**config.mk**
```make
export PLATFORM = sky130hd
export DESIGN_NAME = calendar_date_offset_core
export DESIGN_NICKNAME = d
export VERILOG_FILES = /design/src/design/cdo_pkg.sv /design/src/design/calendar_date_offset_core.sv
export SDC_FILE = /design/constraint.sdc
export NUM_CORES = 1
export LEC_CHECK = 0
export BUFFER_PORTS_ARGS = -buffer_cell sky130_fd_sc_hd__buf_4
export CELL_PAD_IN_SITES_DETAIL_PLACEMENT = 0
export CELL_PAD_IN_SITES_GLOBAL_PLACEMENT = 2
export CORE_ASPECT_RATIO = 0.75
export CORE_MARGIN = 1
export CORE_UTILIZATION = 30
export DETAILED_ROUTE_END_ITERATION = 7
export PLACE_DENSITY_LB_ADDON = 0.1
export REMOVE_ABC_BUFFERS = 1
export SETUP_SLACK_MARGIN = 0.4
export SKIP_LAST_GASP = 1
export SLEW_MARGIN = 20
export SYNTH_ARGS = -nofsm -noshare
export SYNTH_HDL_FRONTEND = slang
export SYNTH_SLANG_ARGS = --single-unit
```
**constraint.sdc**
```tcl
create_clock -name aclk -period 9.99 [get_ports aclk]
set_input_delay 0 -clock aclk [delete_from_list [all_inputs] [get_ports aclk]]
set_output_delay 0 -clock aclk [all_outputs]
set_load 0.01 [all_outputs]
```
**src/design/cdo_pkg.sv**
```systemverilog
// Shared types, constants and the control store for the calendar date offset core.
// Depends on nothing; every other file in the design folder imports it.
package cdo_pkg;

    localparam int CDO_MAX_YEAR_DEF = 9999;

    localparam int YEAR_IN_W   = 14;
    localparam int MONTH_W     = 4;
    localparam int DAY_IN_W    = 5;
    localparam int OFFSET_W    = 17;
    localparam int DAY_W       = 18;  // day plus offset, signed
    localparam int CENT_W      = 10;  // year / 100 for years up to 65535
    localparam int REM_W       = 7;   // year % 100
    localparam int WIDE_W      = 17;  // room for any year plus sign during the split

    localparam int S_TDATA_W   = 40;
    localparam int M_TDATA_W   = 24;

    // Division of a year below 43699 by 100 as multiply and shift.
    localparam int DIV100_MUL   = 5243;
    localparam int DIV100_SHIFT = 19;
    localparam int DIV100_PROD_W = YEAR_IN_W + 13;

    localparam logic [MONTH_W-1:0] MONTH_JAN = 4'd1;
    localparam logic [MONTH_W-1:0] MONTH_FEB = 4'd2;
    localparam logic [MONTH_W-1:0] MONTH_DEC = 4'd12;
    localparam logic [REM_W-1:0]   REM_LAST  = 7'd99;

    typedef logic [2:0] step_t;
    localparam step_t STEP_IDLE  = 3'd0;
    localparam step_t STEP_SPLIT = 3'd1;
    localparam step_t STEP_FWD   = 3'd2;
    localparam step_t STEP_BWD   = 3'd3;
    localparam step_t STEP_EMIT  = 3'd4;

    typedef enum logic [2:0] {
        OP_LOAD,
        OP_SPLIT,
        OP_FWD,
        OP_BWD,
        OP_EMIT
    } op_t;

    typedef enum logic [2:0] {
        COND_ALWAYS,
        COND_IN_VALID,
        COND_DAY_OVER,
        COND_DAY_UNDER,
        COND_OUT_FREE
    } cond_t;

    // One control word: the operation runs when the condition holds, and the
    // step counter then takes jmp_true, otherwise jmp_false.
    typedef struct packed {
        op_t   op;
        cond_t cond;
        step_t jmp_true;
        step_t jmp_false;
    } ctrl_t;

    function automatic ctrl_t ucode_rom(input step_t step);
        ctrl_t w;
        unique case (step)
            STEP_IDLE:  w = '{OP_LOAD,  COND_IN_VALID,  STEP_SPLIT, STEP_IDLE};
            STEP_SPLIT: w = '{OP_SPLIT, COND_ALWAYS,    STEP_FWD,   STEP_FWD};
            STEP_FWD:   w = '{OP_FWD,   COND_DAY_OVER,  STEP_FWD,   STEP_BWD};
            STEP_BWD:   w = '{OP_BWD,   COND_DAY_UNDER, STEP_BWD,   STEP_EMIT};
            STEP_EMIT:  w = '{OP_EMIT,  COND_OUT_FREE,  STEP_IDLE,  STEP_EMIT};
            default:    w = '{OP_EMIT,  COND_ALWAYS,    STEP_IDLE,  STEP_IDLE};
        endcase
        return w;
    endfunction

    // Month length; leap selects the long February.
    function automatic logic [DAY_IN_W-1:0] month_len(input logic [MONTH_W-1:0] m,
                                                       input logic leap);
        logic [DAY_IN_W-1:0] len;
        case (m)
            4'd1, 4'd3, 4'd5, 4'd7, 4'd8, 4'd10, 4'd12: len = 5'd31;
            MONTH_FEB: len = leap ? 5'd29 : 5'd28;
            default:   len = 5'd30;
        endcase
        return len;
    endfunction

endpackage

```
**src/design/calendar_date_offset_core.sv**
```systemverilog
// Calendar date offset core: top level with the control store sequencer and datapath.
// Depends on cdo_pkg for widths, step codes, the control store and the month table.

// Adds a signed day count to a Gregorian date and returns the shifted date. After a
// transaction is accepted the core splits the year into hundreds and remainder, walks
// forward and then backward one month at a time, and writes the result to the output
// register; the input is ready again only after that. The month-walk step adds or
// subtracts one month length per cycle. The next item is taken as soon as the previous
// result is in the output register, even while that result still waits. Years leaving
// 1..MAX_YEAR saturate to the range end and raise m_tuser.
module calendar_date_offset_core
    import cdo_pkg::*;
#(
    parameter int MAX_YEAR = CDO_MAX_YEAR_DEF
) (
    input  logic                 aclk,
    input  logic                 aresetn,
    input  logic                 s_tvalid,
    output logic                 s_tready,
    input  logic [S_TDATA_W-1:0] s_tdata,   // year_in, month_in, day_in, day_offset
    output logic                 m_tvalid,
    input  logic                 m_tready,
    output logic [M_TDATA_W-1:0] m_tdata,   // year_out, month_out, day_out, zero pad
    output logic                 m_tuser    // out_of_range
);

    localparam int YW = $clog2(MAX_YEAR + 1);
    localparam logic [YW-1:0] YEAR_MAX = YW'(MAX_YEAR);
    localparam logic [YW-1:0] YEAR_ONE = YW'(1);

    logic [YEAR_IN_W-1:0]       s_year;
    logic [MONTH_W-1:0]         s_month;
    logic [DAY_IN_W-1:0]        s_day;
    logic signed [OFFSET_W-1:0] s_offset;

    assign s_year   = s_tdata[13:0];
    assign s_month  = s_tdata[17:14];
    assign s_day    = s_tdata[22:18];
    assign s_offset = s_tdata[39:23];

    step_t                    step_reg, step_next;
    logic [YW-1:0]            year_reg, year_next;
    logic [CENT_W-1:0]        cent_reg, cent_next;
    logic [REM_W-1:0]         rem_reg, rem_next;
    logic [MONTH_W-1:0]       month_reg, month_next;
    logic signed [DAY_W-1:0]  day_reg, day_next;
    logic                     flag_reg, flag_next;
    logic                     out_valid_reg, out_valid_next;
    logic [YEAR_IN_W-1:0]     out_year_reg, out_year_next;
    logic [MONTH_W-1:0]       out_month_reg, out_month_next;
    logic [DAY_IN_W-1:0]      out_day_reg, out_day_next;
    logic                     out_flag_reg, out_flag_next;

    ctrl_t                    ctrl;
    logic                     cond_true;
    logic                     leap;
    logic [DAY_IN_W-1:0]      cur_len;
    logic [MONTH_W-1:0]       prev_month;
    logic [DAY_IN_W-1:0]      prev_len;
    logic [YEAR_IN_W-1:0]     year_clamp;
    logic [MONTH_W-1:0]       month_clamp;
    logic [DIV100_PROD_W-1:0] div_prod;
    logic [WIDE_W-1:0]        split_rem;
    logic                     out_free;

    assign ctrl = ucode_rom(step_reg);

    // Leap test from the year split into hundreds and remainder.
    assign leap     = (rem_reg != '0) ? (rem_reg[1:0] == 2'b00) : (cent_reg[1:0] == 2'b00);
    assign cur_len  = month_len(month_reg, leap);
    assign prev_month = (month_reg == MONTH_JAN) ? MONTH_DEC : month_reg - MONTH_JAN;
    assign prev_len = month_len(prev_month, leap);

    always_comb begin
        if (s_year == '0) begin
            year_clamp = YEAR_IN_W'(1);
        end else if (32'(s_year) > MAX_YEAR) begin
            year_clamp = YEAR_IN_W'(MAX_YEAR);
        end else begin
            year_clamp = s_year;
        end
        if (s_month == '0) begin
            month_clamp = MONTH_JAN;
        end else if (s_month > MONTH_DEC) begin
            month_clamp = MONTH_DEC;
        end else begin
            month_clamp = s_month;
        end
    end

    assign div_prod  = DIV100_PROD_W'(year_clamp) * DIV100_PROD_W'(DIV100_MUL);
    assign split_rem = WIDE_W'(year_reg) - WIDE_W'(cent_reg) * WIDE_W'(100);
    assign out_free  = !out_valid_reg || m_tready;

    always_comb begin
        case (ctrl.cond)
            COND_ALWAYS:    cond_true = 1'b1;
            COND_IN_VALID:  cond_true = s_tvalid;
            COND_DAY_OVER:  cond_true = day_reg > $signed({13'b0, cur_len});
            COND_DAY_UNDER: cond_true = day_reg < $signed(DAY_W'(1));
            COND_OUT_FREE:  cond_true = out_free;
            default:        cond_true = 1'b0;
        endcase
    end

    always_comb begin
        step_next      = cond_true ? ctrl.jmp_true : ctrl.jmp_false;
        year_next      = year_reg;
        cent_next      = cent_reg;
        rem_next       = rem_reg;
        month_next     = month_reg;
        day_next       = day_reg;
        flag_next      = flag_reg;
        out_valid_next = out_valid_reg && !m_tready;
        out_year_next  = out_year_reg;
        out_month_next = out_month_reg;
        out_day_next   = out_day_reg;
        out_flag_next  = out_flag_reg;

        if (cond_true) begin
            unique case (ctrl.op)
                OP_LOAD: begin
                    year_next  = YW'(year_clamp);
                    cent_next  = CENT_W'(div_prod >> DIV100_SHIFT);
                    month_next = month_clamp;
                    day_next   = $signed({13'b0, s_day}) + DAY_W'(s_offset);
                    flag_next  = 1'b0;
                end
                OP_SPLIT: begin
                    rem_next = REM_W'(split_rem);
                end
                OP_FWD: begin
                    day_next = day_reg - $signed({13'b0, cur_len});
                    if (month_reg == MONTH_DEC) begin
                        if (year_reg >= YEAR_MAX) begin
                            // Past the last year: pin to its last day.
                            year_next  = YEAR_MAX;
                            month_next = MONTH_DEC;
                            day_next   = DAY_W'(31);
                            flag_next  = 1'b1;
                        end else begin
                            month_next = MONTH_JAN;
                            year_next  = year_reg + YEAR_ONE;
                            if (rem_reg == REM_LAST) begin
                                rem_next  = '0;
                                cent_next = cent_reg + CENT_W'(1);
                            end else begin
                                rem_next = rem_reg + REM_W'(1);
                            end
                        end
                    end else begin
                        month_next = month_reg + MONTH_JAN;
                    end
                end
                OP_BWD: begin
                    if (month_reg == MONTH_JAN) begin
                        if (year_reg <= YEAR_ONE) begin
                            year_next  = YEAR_ONE;
                            month_next = MONTH_JAN;
                            day_next   = DAY_W'(1);
                            flag_next  = 1'b1;
                        end else begin
                            // December is 31 days in every year.
                            month_next = MONTH_DEC;
                            year_next  = year_reg - YEAR_ONE;
                            day_next   = day_reg + DAY_W'(31);
                            if (rem_reg == '0) begin
                                rem_next  = REM_LAST;
                                cent_next = cent_reg - CENT_W'(1);
                            end else begin
                                rem_next = rem_reg - REM_W'(1);
                            end
                        end
                    end else begin
                        month_next = prev_month;
                        day_next   = day_reg + $signed({13'b0, prev_len});
                    end
                end
                OP_EMIT: begin
                    out_valid_next = 1'b1;
                    out_year_next  = YEAR_IN_W'(year_reg);
                    out_month_next = month_reg;
                    out_day_next   = DAY_IN_W'(day_reg);
                    out_flag_next  = flag_reg;
                end
                default: begin
                end
            endcase
        end
    end

    always_ff @(posedge aclk) begin
        if (!aresetn) begin
            step_reg      <= STEP_IDLE;
            out_valid_reg <= 1'b0;
        end else begin
            step_reg      <= step_next;
            out_valid_reg <= out_valid_next;
        end
        year_reg      <= year_next;
        cent_reg      <= cent_next;
        rem_reg       <= rem_next;
        month_reg     <= month_next;
        day_reg       <= day_next;
        flag_reg      <= flag_next;
        out_year_reg  <= out_year_next;
        out_month_reg <= out_month_next;
        out_day_reg   <= out_day_next;
        out_flag_reg  <= out_flag_next;
    end

    assign s_tready = (step_reg == STEP_IDLE);
    assign m_tvalid = out_valid_reg;
    assign m_tdata  = {1'b0, out_day_reg, out_month_reg, out_year_reg};
    assign m_tuser  = out_flag_reg;

`ifndef SYNTHESIS
    // The hundreds split must track the binary year through the month walk.
    assert property (@(posedge aclk) disable iff (!aresetn)
        (step_reg == STEP_FWD || step_reg == STEP_BWD || step_reg == STEP_EMIT) |->
        (32'(cent_reg) * 100 + 32'(rem_reg) == 32'(year_reg)))
        else $error("year split out of step with year register");

    assert property (@(posedge aclk) disable iff (!aresetn)
        (step_reg == STEP_FWD || step_reg == STEP_BWD) |->
        (month_reg >= MONTH_JAN && month_reg <= MONTH_DEC))
        else $error("month left 1..12 during the walk");

    // The forward walk leaves at most one month length behind.
    assert property (@(posedge aclk) disable iff (!aresetn)
        (step_reg == STEP_BWD) |-> (day_reg <= $signed(DAY_W'(31))))
        else $error("backward walk entered with day above 31");

    assert property (@(posedge aclk) disable iff (!aresetn)
        (step_reg == STEP_EMIT) |->
        (day_reg >= $signed(DAY_W'(1)) && day_reg <= $signed({13'b0, cur_len})))
        else $error("result day outside its month");

    assert property (@(posedge aclk) disable iff (!aresetn)
        (m_tvalid && m_tuser) |->
        (32'(out_year_reg) == 1 || 32'(out_year_reg) == (MAX_YEAR % 16384)))
        else $error("range flag set on a year that is not a range end");
`endif

endmodule
```
* Word level (Yosys, flattened, before mapping)
Cells that the tools add are included.
** Storage, ports and cells
- Logic and storage cells :: 141
- Bits of input ports :: 44
- Register bits after elaboration :: 82
- Output and inout bits :: 27
** Cells by class
- Equal/unequal tests :: 37
- $mul :: 2
- Add/subtract/negate cells :: 13
- Magnitude comparators :: 6
- Mux-type cells :: 48
- Reductions and logical operators :: 23
** Operator list (count)
- $mux 14 :: 6
- $mux 18 :: 4
- $mux 10 :: 6
- $pmux 12 s5 :: 1
- $pmux 18 s3 :: 1
- $mux 7 :: 6
- $pmux 14 s3 :: 1
- $pmux 10 s3 :: 1
- $mux 4 :: 7
- $mul 14x13->27 const B :: 1
- $eq 4x4->1 const B :: 6
- $pmux 7 s3 :: 1
- $add 18x6->18 :: 1
- $add 18x6->18 const B :: 1
- $add 6x17->18 :: 1
- $eq 3x2->1 const B :: 6
- $gt 18x6->1 :: 1
- $lt 18x2->1 const B :: 1
- $sub 18x6->18 :: 1
- $eq 4x2->1 const B :: 4
- $eq 4x3->1 const B :: 4
- $ne 2x2->1 const B :: 8
- $add 14x1->14 const B :: 1
- $ge 14x14->1 const B :: 1
- 37 further kinds :: 58

* Logic depth before layout (Yosys ltp)
Gate-level depths: netlist of run 1.
- Word-level depth :: 8
- Mapped depth :: 26
- Depth with buffers taken out :: 24

* Worst setup path after synthesis of run 1
Ideal clock, no wire load.
- Path type :: reg-to-reg
- Start :: register rem_reg[0]
- End :: register out_flag_reg (netlist: m_tuser), enable pin
- Cell stages (with the launch flop) :: 17
- Path slack :: 3.312 ns
- Required time :: 9.548 ns
- Setup time :: 0.442 ns
- Arrival time :: 6.236 ns
- Cells stage by stage :: edfxtp_1 inv_1 ha_1 or3b_2 or4_1 clkbuf_1 mux2i_1 nor2_1 nor4_1 a31oi_1 ha_1 fa_1 nor2_1 a21oi_1 o31ai_2 inv_1 a21boi_0
** Between the ends
- Word-level cells in the longest chain between the ends :: 7
- Elaborated cells on any way between the ends :: 8
- Classes of those cells :: order compare: 1; mux: 4; reduce/logical: 3
** RTL lines
- start: declaration :: line calendar_date_offset_core.sv:44 : logic [REM_W-1:0] rem_reg, rem_next;
- start signal: assignment :: line calendar_date_offset_core.sv:202 : rem_reg <= rem_next;
- $reduce_bool 7->1 or $logic_not 2->1 (tied branches) :: line calendar_date_offset_core.sv:69 : assign leap = (rem_reg != '0) ? (rem_reg[1:0] == 2'b00) : (cent_reg[1:0] == 2'b00);
- $mux 1 (*) :: line calendar_date_offset_core.sv:69
- $mux 1 (*) :: line cdo_pkg.sv:80 : MONTH_FEB: len = leap ? 5'd29 : 5'd28;
- $pmux 2 s2 (*) :: line cdo_pkg.sv:78 : case (m)
- $gt 18x6->1 (*) :: line calendar_date_offset_core.sv:99 : COND_DAY_OVER: cond_true = day_reg > $signed({13'b0, cur_len});
- $pmux 1 s5 (*) :: line calendar_date_offset_core.sv:96 : case (ctrl.cond)
- $reduce_and 2->1 (no line) (*)
- end signal: assignment :: line calendar_date_offset_core.sv:209 : out_flag_reg <= out_flag_next;
- end: declaration :: line calendar_date_offset_core.sv:52 : logic out_flag_reg, out_flag_next;
Every way passes the cells marked *; elsewhere a longest branch is shown, timed or not.
A chain may end at the register's enable or synchronous reset.

* Final worst setup path of run 1
- Start :: input port s_tdata[5]
- End :: register cent_reg[2] (data pin)
** Between the ends
- Word-level cells in the longest chain between the ends :: 5
- Elaborated cells on any way between the ends :: 6
- Classes of those cells :: mul: 1; order compare: 1; mux: 3; reduce/logical: 1
** RTL lines
- start: declaration :: line calendar_date_offset_core.sv:20 : input logic [S_TDATA_W-1:0] s_tdata,
- $gt 14x14->1 :: line calendar_date_offset_core.sv:77 : end else if (32'(s_year) > MAX_YEAR) begin
- $mux 14 :: line calendar_date_offset_core.sv:77
- $mux 14 (*) :: line calendar_date_offset_core.sv:75 : if (s_year == '0) begin
- $mul 14x13->27 (*) :: line calendar_date_offset_core.sv:91 : assign div_prod = DIV100_PROD_W'(year_clamp) * DIV100_PROD_W'(DIV100_MUL);
- $pmux 10 s3 (*) :: line calendar_date_offset_core.sv:121 : unique case (ctrl.op)
- end signal: assignment :: line calendar_date_offset_core.sv:201 : cent_reg <= cent_next;
- end: declaration :: line calendar_date_offset_core.sv:43 : logic [CENT_W-1:0] cent_reg, cent_next;
Marked as above.

==> results of run 1 <==
[through the flow]
stage / power, mW / worst slack [ns] / util [%] / hold WS [ns] / cells
finish: 2.45 / 3.89 / 34.7 / 0.0599 / 1546
global route: 2.73 / 3.37 / 34.7 / 0.0481 / 1546
CTS: 2.47 / 3.92 / 34.7 / 0.0197 / 1546
detailed placement: 2.07 / 4.08 / 33.5 / 0.240 / 1525
global placement: 2.10 / 3.99 / 33.5 / 0.242 / 1525
floorplan: 1.63 / 3.34 / - / 0.118 / 1037
[cells in the final DEF, fill, tap and decap left out, drive strengths merged, types with 8 or more instances in the layout]
| master | n |
|---|---|
| a22oi | 8 |
| or3 | 9 |
| xnor2 | 39 |
| fa | 62 |
| nor4 | 15 |
| inv | 148 |
| o22ai | 15 |
| and3 | 8 |
| a31oi | 12 |
| a21oi | 55 |
| edfxtp | 73 |
| ha | 116 |
| and2 | 8 |
| clkbuf | 11 |
| nor3 | 23 |
| o221ai | 19 |
| nand4 | 17 |
| nand2b | 8 |
| o21ai | 68 |
| a211oi | 8 |
| a21o | 9 |
| nand3 | 26 |
| buf | 82 |
| xor2 | 30 |
| nor2 | 81 |
| nand2 | 82 |
[power breakdown]
| group | leakage (nW) | switching, mW | internal [mW] |
|---|---|---|---|
| Sequential | 0.713 | 0.102 | 0.441 |
| Clock | 0.156 | 0.150 | 0.225 |
| Combinational | 3.77 | 0.905 | 0.626 |
[layout make-up]
type	instances	area, µm²	share of cell area, %
timing repair buffer	88	676	6.21
multi-input combinational	812	6550	60.2
clock buffer	11	243	2.23
inverter	148	556	5.11
tap	406	508	4.67
clock inverter	4	73.8	0.679
sequential	77	2270	20.9
[per-layer routing]
metal  up-vias  wire length (µm)
met1      3988             18700
met4         0               255
li1       3960                 -
met3        15              1700
met5         -                 0
met2       180             11900
[what timing repair did]
item / 4_1_cts / 5_1_grt
gates resized for setup: 0 / 0
hold buffers: 6 / 0
endpoints found under the hold margin: 8 / 0
setup endpoints to repair: 0 / 0
[critical path: stages]
cell and delay (ns):
dlygate4sd3_1 0.54, buf_4 0.17, nor4_1 0.31, o21ai_0 0.16, and2_1 0.29, nor2_1 0.45
inv_1 0.25, ha_1 0.38, ha_1 0.29, inv_1 0.05, fa_1 0.52, inv_1 0.05
fa_1 0.52, inv_1 0.05, fa_1 0.53, inv_1 0.04, ha_1 0.31, nand2_1 0.12
nor2_1 0.21, nand4_1 0.12, nor4b_1 0.41, a21oi_1 0.14, o311ai_0 0.13, o21ai_0 0.14
[cell families (layout without fill, tap and decap cells)]
group	count (synthesis)	in the layout	synth area share [%]
AOI/OAI and AO/OA	253	253	17.5
buffers and inverters	195	251	7.96
DFF	77	77	23.8
and+or+nand+nor	308	308	15.8
adders and majority gates	178	178	28.2
muxes	3	3	0.445
xor gates and xnor gates	69	69	6.32
other	1	1	0.0392
[worst paths after layout]
check	end	slack [ns]	startpoint	cells past startpoint
hold reg to reg	m_tuser	0.48	flag_reg	0
setup / recovery	cent_reg[2]	3.89	s_tdata[5]	24
hold / removal	day_reg[8]	0.06	s_tdata[31]	3
setup reg to reg	out_year_reg[12]	4.83	rem_reg[0]	15
==> impl_metrics.toml, run 1 <==
[status]
status = "finished clean"

[critical_path]
arrival_ns = 6.20
required_ns = 10.09
path_class = "in2reg"
critical_path.max_fanout = 9
cp-start-kind = "primary input"
end_kind = "register"

[synth]
ys_async_sr_fraction_pct = 0
synth_area_per_cell_um2 = 8.82
synthCells = 1084
synth-main-ff-cell = "edfxtp_1"
synth_edf_count = 73
yosysUniqueCellTypes = 71
synth.most_common_cell = "inv_1"
ys_ff_latch = 77
seq_area_frac_synth_pct = 23.8
synth_top_area_share_pct = 22.9
synth_top_area_cell = "edfxtp_1"
netlist_area_um2 = 9560
synthTopCellsByCount = "inv_1, ha_1, nand2_1, nor2_1, edfxtp_1"
synthTopCellsByArea = "edfxtp_1, ha_1, fa_1"
synth_warnings = 0

[clock_network]
cts_setup_buffers = 0
cts_max_level = 3
cts_tree = "done"
cts_num_sinks = 77
clk_latency_ns = 0.37
path_clk_slew_ns = 0.06
cts_made_buffers = 9
cts_root_buffer = "clkbuf_16"
cts_max_path_buffers = 2

[timing]
slew_headroom_pct = 32.9
skew_ns = 0.00935
rsz0062_at_grt = "no"
final_max_slew_viol_count = 0
hold_viol = 0
period_share_pct = 61.1
finalSetupViolCount = 0
timing.fmax_ghz = 0.164
tns_ns = 0
period_needed_ns = 6.10
tightest_slew_ns = 1.00

[finish]
nets = 1358
n_antenna_cell = 0
largest_register_ffs = 18
areaGrowthSynthToFinish_pct = 13.8
drive_gt1_share_pct = 10.4
postLayoutCellArea_um2 = 10900
fillCellCount = 3258

[grt]
grt.busiest_layer = "met1"
global_route.usage.met1_pct = 34.6
grt_pass1_wl_um = 50500
grt_pass1_vias = 7934
antenna_found_initial = 1
met3_usage_pct = 3.79
met2_usage_pct = 27.2
grt_usage_pct = 20.9
grt_max_degree = 40
overflow = 0

[routing]
firstDrtPassIters = 5
drt_wl_total_um = 32600
route.detailed.drc = 0
vias = 8143
ant_nets = 0
drt_first_iter_violations = 522
vias_per_cell = 5.27
wl_per_cell_um = 21.1

[placement]
hpwl_um = 26000
placed_cell_area_um2 = 10500
numPortBuffers = 69
gp_congestion = 0.811

[floorplanning]
fp.coreArea_um2 = 31300
io-pin-count = 71
die_h_um = 157
core.rowCount = 56
dieArea_um2 = 32600
start_util_pct = 30.5
die_width_um = 208

[min_path]
hp-class = "in2reg"

[run]
cap_violations = 0

[power_and_ir_drop]
peakVddDrop_v = 0.000117
power.leakage_nw = 4.64
power.density_nw_per_um2 = 225
No activity file was read; power rests on OpenSTA's default activity.
==> run 2, diff against run 1 <==
==> constraint.sdc (replaced) <==
create_clock -name aclk -period 5.65 [get_ports aclk]
set_input_delay 0 -clock aclk [delete_from_list [all_inputs] [get_ports aclk]]
set_output_delay 0 -clock aclk [all_outputs]
set_load 0.01 [all_outputs]
==> run 2 against run 1 <==
Against the previous run:
- core utilization increased by 0.99 points
- sequential share of layout area decreased by 0.58 points
- power increased by 84%
- global-route usage decreased by 0.47 points
- die area unchanged
- worst hold slack improved by 0.032 ns
- sequential power increased by 75%
- clock skew increased by 0.0013 ns
- clock-buffer cell count unchanged
- register-to-register slack got worse by 3.9 ns
- routed wire length decreased by 0.42%
- first-iteration DRC count increased by 20%
==> impl_metrics.toml, run 2 (synthesis results as in run 1) <==
[clock_network]
cts_tree = "done"
path_clk_slew_ns = 0.06
cts_root_buffer = "clkbuf_16"
cts_made_buffers = 9
cts_max_level = 3
cts_num_sinks = 77
clk_latency_ns = 0.35
cts_max_path_buffers = 2

[finish]
nets = 1393
final_cells = 1582
fillCellCount = 3289
areaGrowthSynthToFinish_pct = 17.0
largest_register_ffs = 18
final_common_cell = "inv_1"
drive_gt1_share_pct = 14.4
most-common-layout-cells = "inv_1, buf_4, ha_1"
n_antenna_cell = 0

[timing]
finalSetupViolCount = 0
skew_ns = 0.0106
rsz0062_at_grt = "no"
final_max_slew_viol_count = 0
slew_headroom_pct = 43.1
setup_ws_ns = 0.701
period_share_pct = 87.6
period_needed_ns = 4.95
hold_viol = 0
tightest_slew_ns = 0.854
timing.fmax_ghz = 0.202

[grt]
grt_pass1_vias = 7981
grt_max_degree = 40
antenna_found_initial = 1
grt_pass1_wl_um = 49800
overflow = 0
grt_usage_pct = 20.5

[floorplanning]
io-pin-count = 71
core.rowCount = 56
fp.coreArea_um2 = 31300
start_util_pct = 30.5
die_width_um = 208
dieArea_um2 = 32600
die_h_um = 157

[placement]
pre_cts_ws_ns = -0.0206
dp_cells = 1560
gp_congestion = 0.886
hpwl_um = 26400
numPortBuffers = 69

[critical_path]
cp_cell_sequence = "buf_4 -> nor4_4 -> o21ai_1 -> and2_4 -> buf_4 -> nor2_2 -> inv_2 -> ha_1 -> ha_1 -> inv_1 -> fa_1 -> inv_1 -> fa_1 -> inv_1 -> fa_1 -> inv_1 -> ha_1 -> nand2_1 -> nor2_2 -> nand4_1 -> nor4b_4 -> a211oi_2 -> xor2_1 -> a21oi_1"
arrival_ns = 5.03
end_kind = "register"
path_class = "in2reg"
cp_top_family = "adder cells"
crit_buf_inv = 7
critPathMaxStageDelay_ns = 0.53
crit_path_frequent_cell = "inv_1"
cp-start-kind = "primary input"
critical_path.max_fanout = 5
cp_slowest_cell = "fa_1"
required_ns = 5.73

[routing]
drt_wl_total_um = 32400
firstDrtPassIters = 5
route.detailed.drc = 0
drt_first_iter_violations = 627
vias = 8270
wl_per_cell_um = 20.5
ant_nets = 0
vias_per_cell = 5.23

[run]
cap_violations = 0

[min_path]
hp-class = "in2reg"

[power_and_ir_drop]
power.density_nw_per_um2 = 402
peakVddDrop_v = 0.000203
power.leakage_nw = 4.81

[status]
status = "finished clean"
[run 2: what timing repair did]
action / 4_1_cts / 5_1_grt
hold endpoints to repair: 7 / 0
resized for setup: 2 / 19
endpoints found under the setup margin: 2 / 5
hold buffers: 5 / 0
pin swaps: 0 / 3
buffers inserted: 0 / 1
[run 2: path summary, 6_finish.rpt]
kind         startpoint     endpoint  slack, ns  cells after the start
max          s_tdata[7]  cent_reg[3]       0.70                     24
min          s_tdata[7]  year_reg[7]       0.09                      3
max reg2reg  rem_reg[0]  cent_reg[0]       0.93                     15
min reg2reg    flag_reg      m_tuser       0.48                      0
[run 2: final cells by class]
cell class	count	area, µm²	area share (%)
inverter	148	556	4.97
tap	406	508	4.54
clock inverter	5	58.8	0.526
sequential	77	2270	20.3
clock buffer	11	243	2.17
multi-input combinational	812	6610	59.1
timing repair buffer	123	936	8.37
[run 2: worst reg2reg max path: stages (launching register included)]
cell      delay (ns)
edfxtp_1        0.45
inv_1           0.11
ha_1            0.22
or3b_2          0.51
or4_1           0.46
mux2i_1         0.27
nor2_1          0.06
nor4_1          0.17
a31oi_1         0.12
ha_1            0.26
fa_1            0.44
nor2_1          0.28
a21oi_1         0.16
o31ai_4         0.29
inv_1           0.14
nor2_1          0.42
[run 2: metal layers]
layer	GRT usage (%)	wire (µm)
met5	0	9
met4	2.01	108
met3	3.99	1880
met2	25.2	11500
met1	35.2	18900
[run 2: where the power goes]
| part | internal (mW) | total (mW) | switching [mW] | leakage (nW) |
|---|---|---|---|---|
| Combinational | 1.24 | 2.94 | 1.70 | 3.95 |
| Clock | 0.356 | 0.612 | 0.256 | 0.142 |
| Sequential | 0.780 | 0.949 | 0.169 | 0.713 |
| Total | 2.37 | 4.50 | 2.13 | 4.81 |
[run 2: through the flow]
stage	hold slack [ns]	total power [mW]	TNS [ns]	utilization [%]	area, µm²
finish	0.0917	4.50	0	35.7	11200
global route	0.0946	4.99	0	35.7	11200
CTS	0.0867	4.43	0	35.5	11100
detailed placement	0.251	3.78	-0.0206	34.4	10800
global placement	0.246	3.82	0	34.4	10800
floorplan	0.118	2.87	-24.10	-	9360
